<file path="src/rtl/bcv_pkg.sv">
`timescale 1ns / 1ps
package bcv_pkg;

    localparam int MAX_TAPS     = 64;
    localparam int KERNEL_DEPTH = 256;
    localparam int MAX_CHUNK    = 4096;
    localparam int SAMPLE_BITS  = 16;

    localparam int TAP_W      = $clog2(MAX_TAPS);
    localparam int KIDX_W     = $clog2(KERNEL_DEPTH);
    localparam int POS_W      = 12;
    localparam int OUT_POS_W  = 13;
    localparam int ACC_W      = 38;
    localparam int PROD_W     = 2 * SAMPLE_BITS;
    localparam int CHUNK_W    = 13;
    localparam int TAPS_W     = 7;
    localparam int KLEN_W     = 9;
    localparam int CFG_IDX_W  = 2;
    localparam int CFG_DATA_W = 13;

    localparam logic OP_LOAD_COEF = 1'b0;
    localparam logic OP_SAMPLE    = 1'b1;

    typedef enum logic [CFG_IDX_W-1:0] {
        CFG_CHUNK_LEN  = 2'd0,
        CFG_TAPS       = 2'd1,
        CFG_KERNEL_LEN = 2'd2
    } t_cfg_index;

    typedef enum logic [2:0] {
        S_IDLE,
        S_REDUCE,
        S_ISSUE,
        S_DRAIN,
        S_EMIT
    } t_state;

    typedef struct packed {
        logic clear;
        logic valid;
    } t_mac_ctl;

endpackage

</file>
<file path="src/rtl/bcv_mac.sv">
`timescale 1ns / 1ps
module bcv_mac (
    input  logic                                   i_clk,
    input  logic                                   i_rst_n,
    input  bcv_pkg::t_mac_ctl                      i_ctl,
    input  logic signed [bcv_pkg::SAMPLE_BITS-1:0] i_coef,
    input  logic signed [bcv_pkg::SAMPLE_BITS-1:0] i_sample,
    output logic signed [bcv_pkg::ACC_W-1:0]       o_acc,
    output logic                                   o_busy
);
    import bcv_pkg::*;

    logic signed [PROD_W-1:0] r_prod;
    logic                     r_prod_valid;
    logic signed [ACC_W-1:0]  r_acc;
    logic signed [ACC_W-1:0]  w_prod_ext;

    assign w_prod_ext = {{(ACC_W - PROD_W){r_prod[PROD_W-1]}}, r_prod};

    always_ff @(posedge i_clk) begin
        if (!i_rst_n) begin
            r_prod_valid <= 1'b0;
        end else begin
            r_prod_valid <= i_ctl.valid;
        end
    end

    always_ff @(posedge i_clk) begin
        r_prod <= i_coef * i_sample;
        if (i_ctl.clear) begin
            r_acc <= '0;
        end else if (r_prod_valid) begin
            r_acc <= r_acc + w_prod_ext;
        end
    end

    assign o_acc  = r_acc;
    assign o_busy = r_prod_valid;

endmodule

</file>
<file path="config.mk">
export PLATFORM = sky130hd
export DESIGN_NAME = bcv_mac
export DESIGN_NICKNAME = d
export VERILOG_FILES = /design/src/rtl/bcv_pkg.sv /design/src/rtl/bcv_mac.sv
export SDC_FILE = /design/constraint.sdc
export NUM_CORES = 1
export LEC_CHECK = 0
export ABC_CLOCK_PERIOD_IN_PS = 13480
export BUFFER_PORTS_ARGS = -buffer_cell sky130_fd_sc_hd__buf_2
export CAP_MARGIN = 5
export CORE_AREA = 10 10 186 188
export DETAILED_ROUTE_END_ITERATION = 8
export DIE_AREA = 0 0 196 198
export MAX_ROUTING_LAYER = met4
export PLACE_DENSITY_LB_ADDON = 0.25
export SYNTH_ARGS = -nofsm -noshare
export SYNTH_HDL_FRONTEND = slang
export SYNTH_SLANG_ARGS = --single-unit
</file>
<file path="constraint.sdc">
create_clock -name i_clk -period 13.48 [get_ports i_clk]
set_input_delay 2.022 -clock i_clk [delete_from_list [all_inputs] [get_ports i_clk]]
set_output_delay 2.022 -clock i_clk [all_outputs]
set_load 0.01 [all_outputs]
</file>
---- Yosys cells after proc, flatten, opt, wreduce, memory -nomap -nowiden ----
Cells that the tools add are included.
operators by class
  add/sub/neg operators ................... 1
  multipliers ............................. 1
operators by type and width
  operator                      number
  adder 38 x 32 -> 38 bit       1
  multiplier 16 x 16 -> 32 bit  1
storage, ports and cells
  flip-flop bits (word level) ............. 71
  input bits .............................. 36
  output and inout bits ................... 39
  word-level logic and storage cells ...... 5

---- Longest topological paths before layout ----
  depth after elaboration ................. 1
  gate-level depth with buffers ........... 22

---- Worst setup path before layout ----
OpenSTA, ideal clock, no wires.
  path kind ............................... input port to flip-flop
  start point ............................. in i_sample[1] in the netlist's numbering
  end point ............................... reg r_prod[31]
  library setup time ...................... 121 ps
  arrival ................................. 7362 ps
  required time ........................... 13359 ps
  slack ................................... 5997 ps
  stages on the path ...................... 20
  path buffers ............................ 1
  path through ............................ clkbuf_1 -> nand2_1 -> inv_1 -> fa_1 -> fa_1 -> fa_1 -> fa_1 -> fa_1 -> inv_1 -> fa_1 -> inv_1 -> ha_1 -> and4_1 -> and2_1 -> nand4_1 -> a31oi_1 -> o22ai_1 -> or3_1 -> a31oi_1 -> xnor2_1
on the way
  cells in the longest elaborated chain, start to end .. 1
ends and longest elaborated chain
  what                          RTL line       text
  from (decl)                   bcv_mac.sv:7   input logic signed [bcv_pkg::SAMPLE_BITS-1:0] i_sample,
  multiplier 16 x 16 -> 32 bit  bcv_mac.sv:29  r_prod <= i_coef * i_sample;
  to (signal assigned)          bcv_mac.sv:29
  to (decl)                     bcv_mac.sv:13  logic signed [PROD_W-1:0] r_prod;
No other way between the ends.
A chain may end at the register's enable or synchronous reset.

---- Final worst setup path ----
Ends and elaborated chain as after synthesis.

==> flow_summary.ini <==
[run_status]
outcome = finished, final reports clean

[timing]
setup_viol = 0
skew_ps = 13.8
rsz0062_at_grt = false
relSlewSlack = 0.344
tns_ps = 0
period_share = 0.572
max_freq_mhz = 130
hold_viol_final = 0
maxSlewViolCount = 0
tightest_slew_ps = 985
finalCriticalPeriod_ps = 7710

[route]
antenna_left = 0
vias = 10300
firstDrtPassIters = 5
wl_um = 33500
via_per_inst = 5.22
routedWlPerCell_um = 16.9
drc = 0
drt_first_iter_violations = 472

[clocking]
clk_path_buf_depth = 2
insertion_delay_ps = 340
hold_buffers = 0
cts_htree_levels = 3
cts_resized = 0
clk_pin_slew_worst_paths_ps = 60
cts_tree = done
cts_buffers = 9
clock_sinks = 71
cts_root_buffer = clkbuf_16
post_cts_buffers = 0

[setup_path]
cp.required_ps = 13700
endpoint_kind = register
cp-start-kind = input pin
critPathMaxFanout = 16
r2r_cells = 11
r2r_slack_ps = 10060
crit-reg2reg-launch = o_acc[0]
cp.arrival_ps = 7920
r2r_end = o_acc[26]
critPathKind = input pin to register

[grt]
grt_max_degree = 55
antenna_found_initial = 0
overflow = 0
track_usage = 0.182
grt_pass1_vias = 11000
grt_pass1_wl_um = 56200

[synthesis]
synth.distinct_cells = 59
seq_area_frac_synth = 0.103
ys_ff_latch = 71
ys_warn_count = 0
synth_nets = 1948
synth_edf_count = 0
synth_top_area_frac = 0.382
synthFlopType = dfxtp_1
async_reset_ff_frac = 0
synth_area_sq_um = 13800
synth_top_cell_by_area = fa_1
synth_cells = 1530
avgSynthCellArea_sq_um = 9.00
synthTopCellsByArea = fa_1 38%, ha_1 11%, dfxtp_1 10%, inv_1 8.2%, and2_1 5.9%

[job]
cap_violations = 0

[floorplanning]
die_w_um = 196
die_h_um = 198
num_rows = 65
start_util = 0.443
core_sq_um = 31100
die-area_sq_um = 38800
io_pins = 75

[hold_path]
hp-class = register to register
min-delay-start = o_acc[30]
hold_depth = 2
hold_path_end = o_acc[30]

[cells_and_area]
final_cell_mix = 300 x inv_1, 263 x fa_1, 157 x nand2_1
nets = 1987
final_common_cell = inv_1
antenna_cells = 0
area_growth_pct = 6.99
fillers = 3037
layout-drive-gt1-share = 0.0623

[place]
hpwl_um = 27900
port_buffers = 74
place_congestion = 0.917
[layer usage]
metal  track usage  routed length [um]  part of all wire
met1         0.225               14400              0.43
met2         0.310               17100              0.51
met3        0.0228                1300             0.039
met4        0.0486                 688             0.021
met5             -                   0                 0
[cell type report]
cell class / instances / area, sq um / share of cell area
Inverter: 300 / 1130 / 0.0764
Clock inverter: 4 / 22.5 / 0.00153
Multi-Input combinational cell: 1112 / 11000 / 0.750
Tap cell: 402 / 503 / 0.0341
Timing Repair Buffer: 75 / 378 / 0.0256
Clock buffer: 12 / 236 / 0.0160
Sequential cell: 71 / 1420 / 0.0965
[per-stage QoR]
step	cell area [sq um]	hold slack, ps	util	worst slack, ps	instances
after detailed placement	14500	488	0.466	5470	1960
after CTS	14700	498	0.474	5820	1976
after floorplan	13800	498	-	6000	1530
final	14700	488	0.474	5770	1976
after global routing	14700	547	0.474	5450	1976
after global placement	14500	475	0.466	5570	1960
[sequential cells by signal (all words and copies together), names as in the netlist]
name	cells
o_acc	38
r_prod	32
o_busy	1
[cells by family after synthesis]
logic type / share of synthesized area
muxes: 0.0183
DFF: 0.103
xor gates and xnor gates: 0.0362
buffers and inverters: 0.0947
and+or+nand+nor: 0.163
adders and majority gates: 0.490
AOI/OAI and AO/OA: 0.0941
[cell usage after synthesis (all sizes together) (20+ instances only)]
cell and count:
inv 300, fa 263, nand2 157, and2 130, ha 119, dfxtp 71
nor2 69, a21oi 53, xnor2 45, clkbuf 43, o21ai 41, mux2i 24
a21o 20
[worst max-delay path by stage]
stage	start	end	slack, ps	cells past startpoint
floorplan	i_sample[1]	r_prod[31]	6000	20
finish	i_sample[1]	r_prod[31]	5770	20
detailed placement	i_sample[1]	r_prod[31]	5470	20
global placement	i_sample[1]	r_prod[31]	5570	20
CTS	i_sample[1]	r_prod[31]	5820	20
global route	i_sample[1]	r_prod[31]	5450	20
[critical path: stages]
cell	delay [ps]
buf_2	210
nand2_1	160
inv_1	100
fa_1	750
fa_1	510
fa_1	510
fa_1	510
fa_1	500
inv_1	50
fa_1	470
inv_1	40
ha_1	340
and4_1	220
and2_1	160
nand4_1	160
a31oi_1	290
o22ai_1	200
or3_1	430
a31oi_1	180
xnor2_1	90
Power is left out: the tool's default activity adds up to more than one toggle a clock period on the data nets, which glitch-free logic cannot reach.
