## src/rtl/bcv_pkg.sv

```systemverilog
`timescale 1ns / 1ps
package bcv_pkg;

    localparam int MAX_TAPS     = 64;
    localparam int KERNEL_DEPTH = 256;
    localparam int MAX_CHUNK    = 4096;
    localparam int SAMPLE_BITS  = 16;

    localparam int TAP_W      = $clog2(MAX_TAPS);
    localparam int KIDX_W     = $clog2(KERNEL_DEPTH);
    localparam int POS_W      = 12;
    localparam int OUT_POS_W  = 13;
    localparam int ACC_W      = 38;
    localparam int PROD_W     = 2 * SAMPLE_BITS;
    localparam int CHUNK_W    = 13;
    localparam int TAPS_W     = 7;
    localparam int KLEN_W     = 9;
    localparam int CFG_IDX_W  = 2;
    localparam int CFG_DATA_W = 13;

    localparam logic OP_LOAD_COEF = 1'b0;
    localparam logic OP_SAMPLE    = 1'b1;

    typedef enum logic [CFG_IDX_W-1:0] {
        CFG_CHUNK_LEN  = 2'd0,
        CFG_TAPS       = 2'd1,
        CFG_KERNEL_LEN = 2'd2
    } t_cfg_index;

    typedef enum logic [2:0] {
        S_IDLE,
        S_REDUCE,
        S_ISSUE,
        S_DRAIN,
        S_EMIT
    } t_state;

    typedef struct packed {
        logic clear;
        logic valid;
    } t_mac_ctl;

endpackage

```

## src/rtl/bcv_mod.sv

```systemverilog
`timescale 1ns / 1ps
module bcv_mod (
    input  logic                        i_clk,
    input  logic                        i_rst_n,
    input  logic                        i_start,
    input  logic [bcv_pkg::KIDX_W-1:0]  i_dividend,
    input  logic [bcv_pkg::KLEN_W-1:0]  i_divisor,
    output logic                        o_done,
    output logic [bcv_pkg::KIDX_W-1:0]  o_rem
);
    import bcv_pkg::*;

    localparam int CNT_W = $clog2(KIDX_W);

    logic              r_busy;
    logic              r_done;
    logic [CNT_W-1:0]  r_cnt;
    logic [KIDX_W-1:0] r_num;
    logic [KIDX_W-1:0] r_rem;
    logic [KLEN_W-1:0] w_trial;
    logic [KLEN_W-1:0] w_diff;
    logic [KIDX_W-1:0] w_next;

    // One restoring step per cycle: shift in the next dividend bit and
    // subtract the divisor when it fits.
    always_comb begin
        w_trial = {r_rem, r_num[KIDX_W-1]};
        w_diff  = w_trial - i_divisor;
        if (w_trial >= i_divisor) begin
            w_next = w_diff[KIDX_W-1:0];
        end else begin
            w_next = w_trial[KIDX_W-1:0];
        end
    end

    always_ff @(posedge i_clk) begin
        if (!i_rst_n) begin
            r_busy <= 1'b0;
            r_done <= 1'b0;
            r_cnt  <= '0;
        end else begin
            r_done <= 1'b0;
            if (i_start) begin
                r_busy <= 1'b1;
                r_cnt  <= '0;
            end else if (r_busy) begin
                r_cnt <= r_cnt + CNT_W'(1);
                if (r_cnt == CNT_W'(KIDX_W - 1)) begin
                    r_busy <= 1'b0;
                    r_done <= 1'b1;
                end
            end
        end
    end

    always_ff @(posedge i_clk) begin
        if (i_start) begin
            r_num <= i_dividend;
            r_rem <= '0;
        end else if (r_busy) begin
            r_num <= {r_num[KIDX_W-2:0], 1'b0};
            r_rem <= w_next;
        end
    end

    assign o_done = r_done;
    assign o_rem  = r_rem;

endmodule

```

## config.mk

```make
export PLATFORM = sky130hd
export DESIGN_NAME = bcv_mod
export DESIGN_NICKNAME = d
export VERILOG_FILES = /design/src/rtl/bcv_pkg.sv /design/src/rtl/bcv_mod.sv
export SDC_FILE = /design/constraint.sdc
export NUM_CORES = 1
export LEC_CHECK = 0
export ABC_AREA = 1
export BUFFER_PORTS_ARGS = -buffer_cell sky130_fd_sc_hd__buf_2
export CORE_MARGIN = 2
export CORE_UTILIZATION = 54
export DETAILED_ROUTE_END_ITERATION = 7
export PLACE_DENSITY = 0.79
export SLEW_MARGIN = 20
export SYNTH_ARGS = -nofsm -noshare
export SYNTH_HDL_FRONTEND = slang
export SYNTH_SLANG_ARGS = --single-unit
```

## constraint.sdc

```tcl
create_clock -name i_clk -period 1.9 [get_ports i_clk]
set_input_delay 0.095 -clock i_clk [delete_from_list [all_inputs] [get_ports i_clk]]
set_output_delay 0.095 -clock i_clk [all_outputs]
set_load 0.03 [all_outputs]
```

### After elaboration in Yosys (flattened, before gate mapping)

Cells that the tools add are included.

| storage, ports and cells | value |
|---|---|
| output and inout port bits | 9 |
| logic and storage cells | 21 |
| bits in registers | 21 |
| input port bits | 20 |

| cells by class | value |
|---|---|
| order comparisons | 1 |
| equality and inequality tests | 1 |
| bitwise logic cells | 2 |
| multiplexer cells | 7 |
| reductions and logical operators | 3 |
| add/sub/neg operators | 2 |

Operator list:

| operator | count |
|---|---|
| 2-to-1 mux 8 bit | 3 |
| >= comparator 9 bit | 1 |
| subtractor 8 bit | 1 |
| 2-to-1 mux 1 bit | 4 |
| adder 3 x 1 -> 3 bit (second input constant) | 1 |
| equality test 3 bit (second input constant) | 1 |
| OR reduction 3 bit | 1 |
| NOT 1 bit | 2 |
| nonzero test 2 bit | 1 |
| OR reduction 2 bit | 1 |

### Logic depth before layout (Yosys ltp)

Gate-level depths: netlist of the first run.

| depth | value |
|---|---|
| depth after elaboration | 4 |
| mapped depth | 12 |
| gate-level depth less buffers | 12 |

### Worst setup path before layout of the first run

OpenSTA, ideal clock, no wires.

| path | value |
|---|---|
| path kind | register to register |
| start point | register r_rem[2] (netlist: o_rem[2]) |
| end point | register r_rem[7] (netlist: o_rem[7]) |
| required time | 1841 ps |
| path buffers | 0 |
| setup time | 59 ps |
| setup slack | 239 ps |
| clock period less this slack | 1661 ps |
| data arrival time | 1602 ps |
| stages on the path, launching flop included | 11 |
| cell sequence | dfxtp_1 ha_1 nand2_2 clkinv_2 a21oi_2 nand2_2 nand2_4 nand2_4 nand2_1 nand3_1 nand2_1 |

| between the ends | value |
|---|---|
| longest elaborated chain between the ends | 2 |
| elaborated cells between the ends (all ways) | 3 |
| classes of those cells | add/sub: 1; order compare: 1; mux: 1 |

Ends and longest elaborated chain:

| element | line | source |
|---|---|---|
| start: declaration | bcv_mod.sv:19 | `logic [KIDX_W-1:0] r_rem;` |
| start signal: assignment | bcv_mod.sv:62 | `r_rem <= w_next;` |
| subtractor 8 bit or >= comparator 9 bit (tied branches) | bcv_mod.sv:28, bcv_mod.sv:29 |  |
| 2-to-1 mux 8 bit (*) | bcv_mod.sv:29 | `if (w_trial >= i_divisor) begin` |

Every way passes the cells marked *; elsewhere a longest branch is shown, timed or not.
A chain may end at the register's enable or synchronous reset.

### Worst setup path after layout of the first run

| path | value |
|---|---|
| start point | register r_num[7] |
| end point | register r_rem[4] (netlist: o_rem[4]) |

| between the ends | value |
|---|---|
| longest elaborated chain between the ends | 2 |
| elaborated cells between the ends (all ways) | 3 |
| classes of those cells | add/sub: 1; order compare: 1; mux: 1 |

Ends and longest elaborated chain:

| element | line | source |
|---|---|---|
| start: declaration | bcv_mod.sv:18 | `logic [KIDX_W-1:0] r_num;` |
| start signal: assignment | bcv_mod.sv:58 | `r_num <= i_dividend;` |
| start signal: assignment | bcv_mod.sv:61 | `r_num <= {r_num[KIDX_W-2:0], 1'b0};` |
| subtractor 8 bit or >= comparator 9 bit (tied branches) | bcv_mod.sv:28, bcv_mod.sv:29 |  |
| 2-to-1 mux 8 bit (*) | bcv_mod.sv:29 |  |

Marks and branches as above.

==> results.toml, run 1 <==
[timing]
final-max-slew-violation-count = 0
slew_headroom_pct = 75.8
hold_viol = 0
finalCritPeriodShare_pct = 87.6
layout_setup_ws_ns = 0.235
tightest_slew_ns = 0.362
setup_viol = 0
setup_tns_ns = 0
fin_skew_ns = 0.00325
max_freq_ghz = 0.601
rsz0062_at_grt = "no"
finalCriticalPeriod_ns = 1.66

[floorplan]
start_util_pct = 56.8
num_rows = 18
coreArea_um2 = 2450
ios = 29
fp.dieW_um = 54.8
die-area_um2 = 3000
fp.dieH_um = 54.8

[setup_path]
arrival_ns = 1.87
crit_path_start_kind = "register"
rr_startpoint = "r_num[7]"
cp_top_family = "adder cells"
r2r_cells = 9
end_kind = "register"
critPathSlowestCell = "fa_1"
worstPathCellList = "inv_1, ha_1, fa_1, nor2_1, nor2_1, xor2_1, nand2_1, nand3_1, nand2_1"
critPathLaunch = "r_num[7]"
crit_fanout = 3
required_ns = 2.11
cp.buffers_inverters = 1
crit_path_max_incr_delay_ns = 0.42
cp.depth = 9
path_class = "reg -> reg"

[layout]
syn2layout_area_growth_pct = 14.4
fillers = 229
utilization_pct = 64.9
drive_above_1_share_pct = 20.6
fin_nets = 261
multiInputGateArea_um2 = 753
antenna_cells = 0
seq_area_um2 = 500

[route]
drc = 0
wire_per_inst_um = 10.1
ant_nets = 0
vias_per_cell = 4.90
drtIter0Drc = 42
wl_um = 2620
dr.pass1.iters = 4
vias = 1263

[min_path]
whs_path_depth = 3
holdCritStartpoint = "i_rst_n"
holdCritPathClass = "in -> reg"

[clock_tree]
cts_tree = "done"
clk_path_buf_depth = 2
clkTransAtPathRegs_ns = 0.11
cts_resized = 0
insertion_delay_ns = 0.30
cts_buffers = 3
ctsHoldBuffers = 0
cts_num_sinks = 21
cts_setup_buffers = 0
htree_num_levels = 1
root_buffer = "clkbuf_4"

[place]
portBuffers = 28
dp_hpwl_um = 2090
pre_cts_slack_ns = 0.257
place.gp.congestion = 0.839

[power]
p_leak_uw = 0.000926
ir_drop_mv = 0.722
p_per_area_nw_per_um2 = 552

[global_routing]
antenna_found_initial = 0
groute.usage.overall_pct = 20.4
grt_pass1_wl_um = 4330
grt_overflow = 0
grt_start_max_net_pins = 12
grt_pass1_vias = 1032

[synthesis]
synth_top_area_share_pct = 20.7
syn_area_um2 = 1390
synth_fp_nets = 228
syn_inst = 196
synth_cell_types = 23
synthesis.area_per_instance_um2 = 7.11
synth_top_cell_by_area = "nand2_1"
ys_seq_elements = 21
synth_seq_area_share_pct = 35.9
ys_top_cells_by_area = "nand2_1 (21%), dfxtp_1 (19%), edfxtp_1 (17%)"
yosysWarningCount = 0

[status]
outcome = "completed"

[run]
cap_violations = 0
worst reg2reg max path, cell delays in order (launching register included):
cell,delay [ns]
edfxtp_1,0.34
inv_1,0.06
ha_1,0.21
fa_1,0.42
nor2_1,0.15
nor2_1,0.07
xor2_1,0.14
nand2_1,0.07
nand3_1,0.06
nand2_1,0.04
state kept, by name, summed over array words and instances, names as in the netlist:
signal,flops
r_busy,1
o_done,1
o_rem,8
r_num,8
r_cnt,3
cell usage after synthesis:
cell and instances:
nand2_1 77, inv_1 29, nand3_1 20, dfxtp_1 13, ha_1 11, edfxtp_1 8
a21oi_1 7, nor2_1 5, inv_2 3, nand2_2 3, nor2_2 3, nand2_4 2
nand4_1 2, nor2_4 2, xnor2_1 2, xor2_1 2, a21oi_2 1, and3_1 1
buf_6 1, clkinv_1 1, clkinv_2 1, fa_1 1, nand3b_1 1
power by group:
group / switching (µW) / internal [µW]
registers: 12.0 / 494
logic: 102 / 65.7
clock network: 125 / 81.9
total: 239 / 642
per-stage QoR:
step,std cells,instance area [µm²],hold slack (ns),total power [µW]
2_1_floorplan,196,1390,0.220,635
3_3_place_gp,254,1570,0.350,684
3_5_place_dp,254,1570,0.359,684
4_1_cts,258,1590,0.0270,886
5_1_grt,258,1590,0.0197,937
6_report,258,1590,0.0346,881
per-layer routing:
metal	share of wire [%]	GRT usage, %
met2	43	31.5
met3	5.2	5.74
met1	50	27.8
met5	0	0
met4	0.80	5.00
cell type report:
cell class              instances  area share, %
well taps                      30           2.35
flip-flops and latches         21           31.4
repair buffers                 29           9.26
multi-input cells             140           47.3
inverters                      34           8.08
clock buffers                   4           1.65
path summary, 6_finish.rpt:
kind,slack (ns),to
max,0.24,o_rem[4]
min,0.03,r_busy
max reg2reg,0.24,o_rem[4]
min reg2reg,0.48,r_cnt[1]
cells in the final DEF (no fill, tap or decap), drive strengths merged, types with 4 or more instances in the layout:
cell / netlist / routed
edfxtp: 8 / 8
nor2: 10 / 10
a21oi: 8 / 8
clkbuf: 0 / 4
buf: 1 / 29
dfxtp: 13 / 13
inv: 32 / 32
nand2: 82 / 82
nand3: 20 / 20
ha: 11 / 11
cell families (layout without fill, tap and decap cells):
family | after synthesis | in the layout | share of synthesized area [%]
xor+xnor | 4 | 4 | 2.51
buf+inv | 35 | 67 | 10.1
simple gates | 116 | 116 | 37.1
fa+ha+maj | 12 | 12 | 11.3
flops | 21 | 21 | 35.9
compound gates | 8 | 8 | 3.14
No activity file was read; power rests on OpenSTA's default activity.
==> run 2, diff against run 1 <==
--- a/config.mk
+++ b/config.mk
@@ -7,10 +7,12 @@
 export LEC_CHECK = 0
 export ABC_AREA = 1
 export BUFFER_PORTS_ARGS = -buffer_cell sky130_fd_sc_hd__buf_2
+export CELL_PAD_IN_SITES_DETAIL_PLACEMENT = 1
+export CELL_PAD_IN_SITES_GLOBAL_PLACEMENT = 1
 export CORE_MARGIN = 2
-export CORE_UTILIZATION = 54
+export CORE_UTILIZATION = 38
 export DETAILED_ROUTE_END_ITERATION = 7
-export PLACE_DENSITY = 0.79
+export PLACE_DENSITY_LB_ADDON = 0.1
 export SLEW_MARGIN = 20
 export SYNTH_ARGS = -nofsm -noshare
 export SYNTH_HDL_FRONTEND = slang
==> results.toml, run 2 (synthesis results as in run 1) <==
[layout]
final_cell_mix = "nand2_1 (77), inv_1 (29), buf_2 (28)"
antenna_cells = 0
drive_above_1_share_pct = 21.1
fin_cells = 276
final_common_cell = "nand2_1"
fillers = 502
syn2layout_area_growth_pct = 17.4
fin_nets = 261

[global_routing]
grt_overflow = 0
groute.usage.overall_pct = 17.7
grt_start_max_net_pins = 13
antenna_found_initial = 0
grt_pass1_wl_um = 5900
grt_pass1_vias = 1353

[clock_tree]
cts_resized = 0
cts_num_sinks = 21
cts_tree = "done"
cts_setup_buffers = 0
cts_buffers = 3
ctsHoldBuffers = 0
root_buffer = "clkbuf_8"
insertion_delay_ns = 0.27
clk_path_buf_depth = 2
clkTransAtPathRegs_ns = 0.08
htree_num_levels = 1

[setup_path]
end_kind = "register"
required_ns = 2.12
arrival_ns = 1.90
critPathLaunch = "o_rem[3]"
rr_startpoint = "o_rem[3]"
path_class = "reg -> reg"
crit_fanout = 9
crit_path_start_kind = "register"

[timing]
tightest_slew_ns = 0.377
finalCritPeriodShare_pct = 88.6
setup_viol = 0
hold_viol = 0
slew_headroom_pct = 74.9
rsz0062_at_grt = "no"
setup_tns_ns = 0
finalCriticalPeriod_ns = 1.68
fin_skew_ns = 0.00422
final-max-slew-violation-count = 0
max_freq_ghz = 0.594

[floorplan]
fp.dieH_um = 64.6
fp.dieW_um = 64.6
start_util_pct = 38.7
num_rows = 22
ios = 29
coreArea_um2 = 3610
die-area_um2 = 4170

[status]
outcome = "completed"

[place]
dp_hpwl_um = 2720
portBuffers = 28
place_inst = 272
place.gp.congestion = 0.828

[power]
p_int_uw = 709
p_seq_share_pct = 51.2
p_comb_share_pct = 17.9
p_per_area_nw_per_um2 = 603
p_sw_uw = 279
p_leak_uw = 0.000936
netSwitchingFraction_pct = 28.2
clkPwrFrac_pct = 30.9
ir_drop_mv = 0.394

[route]
vias = 1289
dr.pass1.iters = 4
drc = 0
wire_per_inst_um = 11.9
vias_per_cell = 4.67
ant_nets = 0
wl_um = 3280
drtIter0Drc = 24

[min_path]
holdCritStartpoint = "i_rst_n"
holdCritPathClass = "in -> reg"

[run]
cap_violations = 0
## run 2: path summary, 6_finish.rpt
kind         endpoint  slack, ns  cells after the start
max          o_rem[5]       0.22                     10
min            r_busy       0.07                      3
max reg2reg  o_rem[5]       0.22                     10
min reg2reg  r_cnt[1]       0.48                      2
## run 2: power by group through the flow
| stage | combinational, µW | sequential [µW] | clock (µW) |
|---|---|---|---|
| 2_1_floorplan | 116 | 520 | 0 |
| 3_3_place_gp | 174 | 515 | 0 |
| 3_5_place_dp | 178 | 516 | 0 |
| 4_1_cts | 180 | 506 | 315 |
| 5_1_grt | 203 | 509 | 333 |
| 6_report | 177 | 505 | 306 |
## run 2: cell type report
cell class,count,area [µm²],area share (%)
flip-flops and latches,21,500,30.6
clock buffers,3,41.3,2.52
inverters,34,129,7.87
repair buffers,29,148,9.02
multi-input cells,140,753,46.0
well taps,48,60.1,3.67
clock inverters,1,5.00,0.306
## run 2: layer usage
layer,vias up,GRT usage (%),share of wire [%]
met1,598,22.0,45
met2,16,32.7,52
met3,2,1.56,2.0
li1,673,-,-
met5,-,0,0
met4,0,4.79,0.76
## run 2: worst max-delay path: stages (launching register included)
cell and delay, ns:
dfxtp_1 0.40, ha_1 0.32, nand2_1 0.10, nand2_1 0.11
a21oi_2 0.16, nand2_2 0.09, nand2_4 0.12, nand2_4 0.10
nand2_1 0.08, nand3_1 0.07, nand2_1 0.07
## run 2: metrics by stage
| step | cell area (µm²) | hold slack (ns) | util, % | power, µW | setup WS [ns] |
|---|---|---|---|---|---|
| after detailed placement | 1590 | 0.357 | 44.1 | 695 | 0.241 |
| after floorplan | 1390 | 0.220 | - | 635 | 0.239 |
| final | 1640 | 0.0702 | 45.4 | 988 | 0.217 |
| after global placement | 1590 | 0.353 | 44.1 | 689 | 0.274 |
| after CTS | 1640 | 0.0662 | 45.4 | 1000 | 0.216 |
| after global routing | 1640 | 0.0969 | 45.4 | 1050 | 0.0611 |
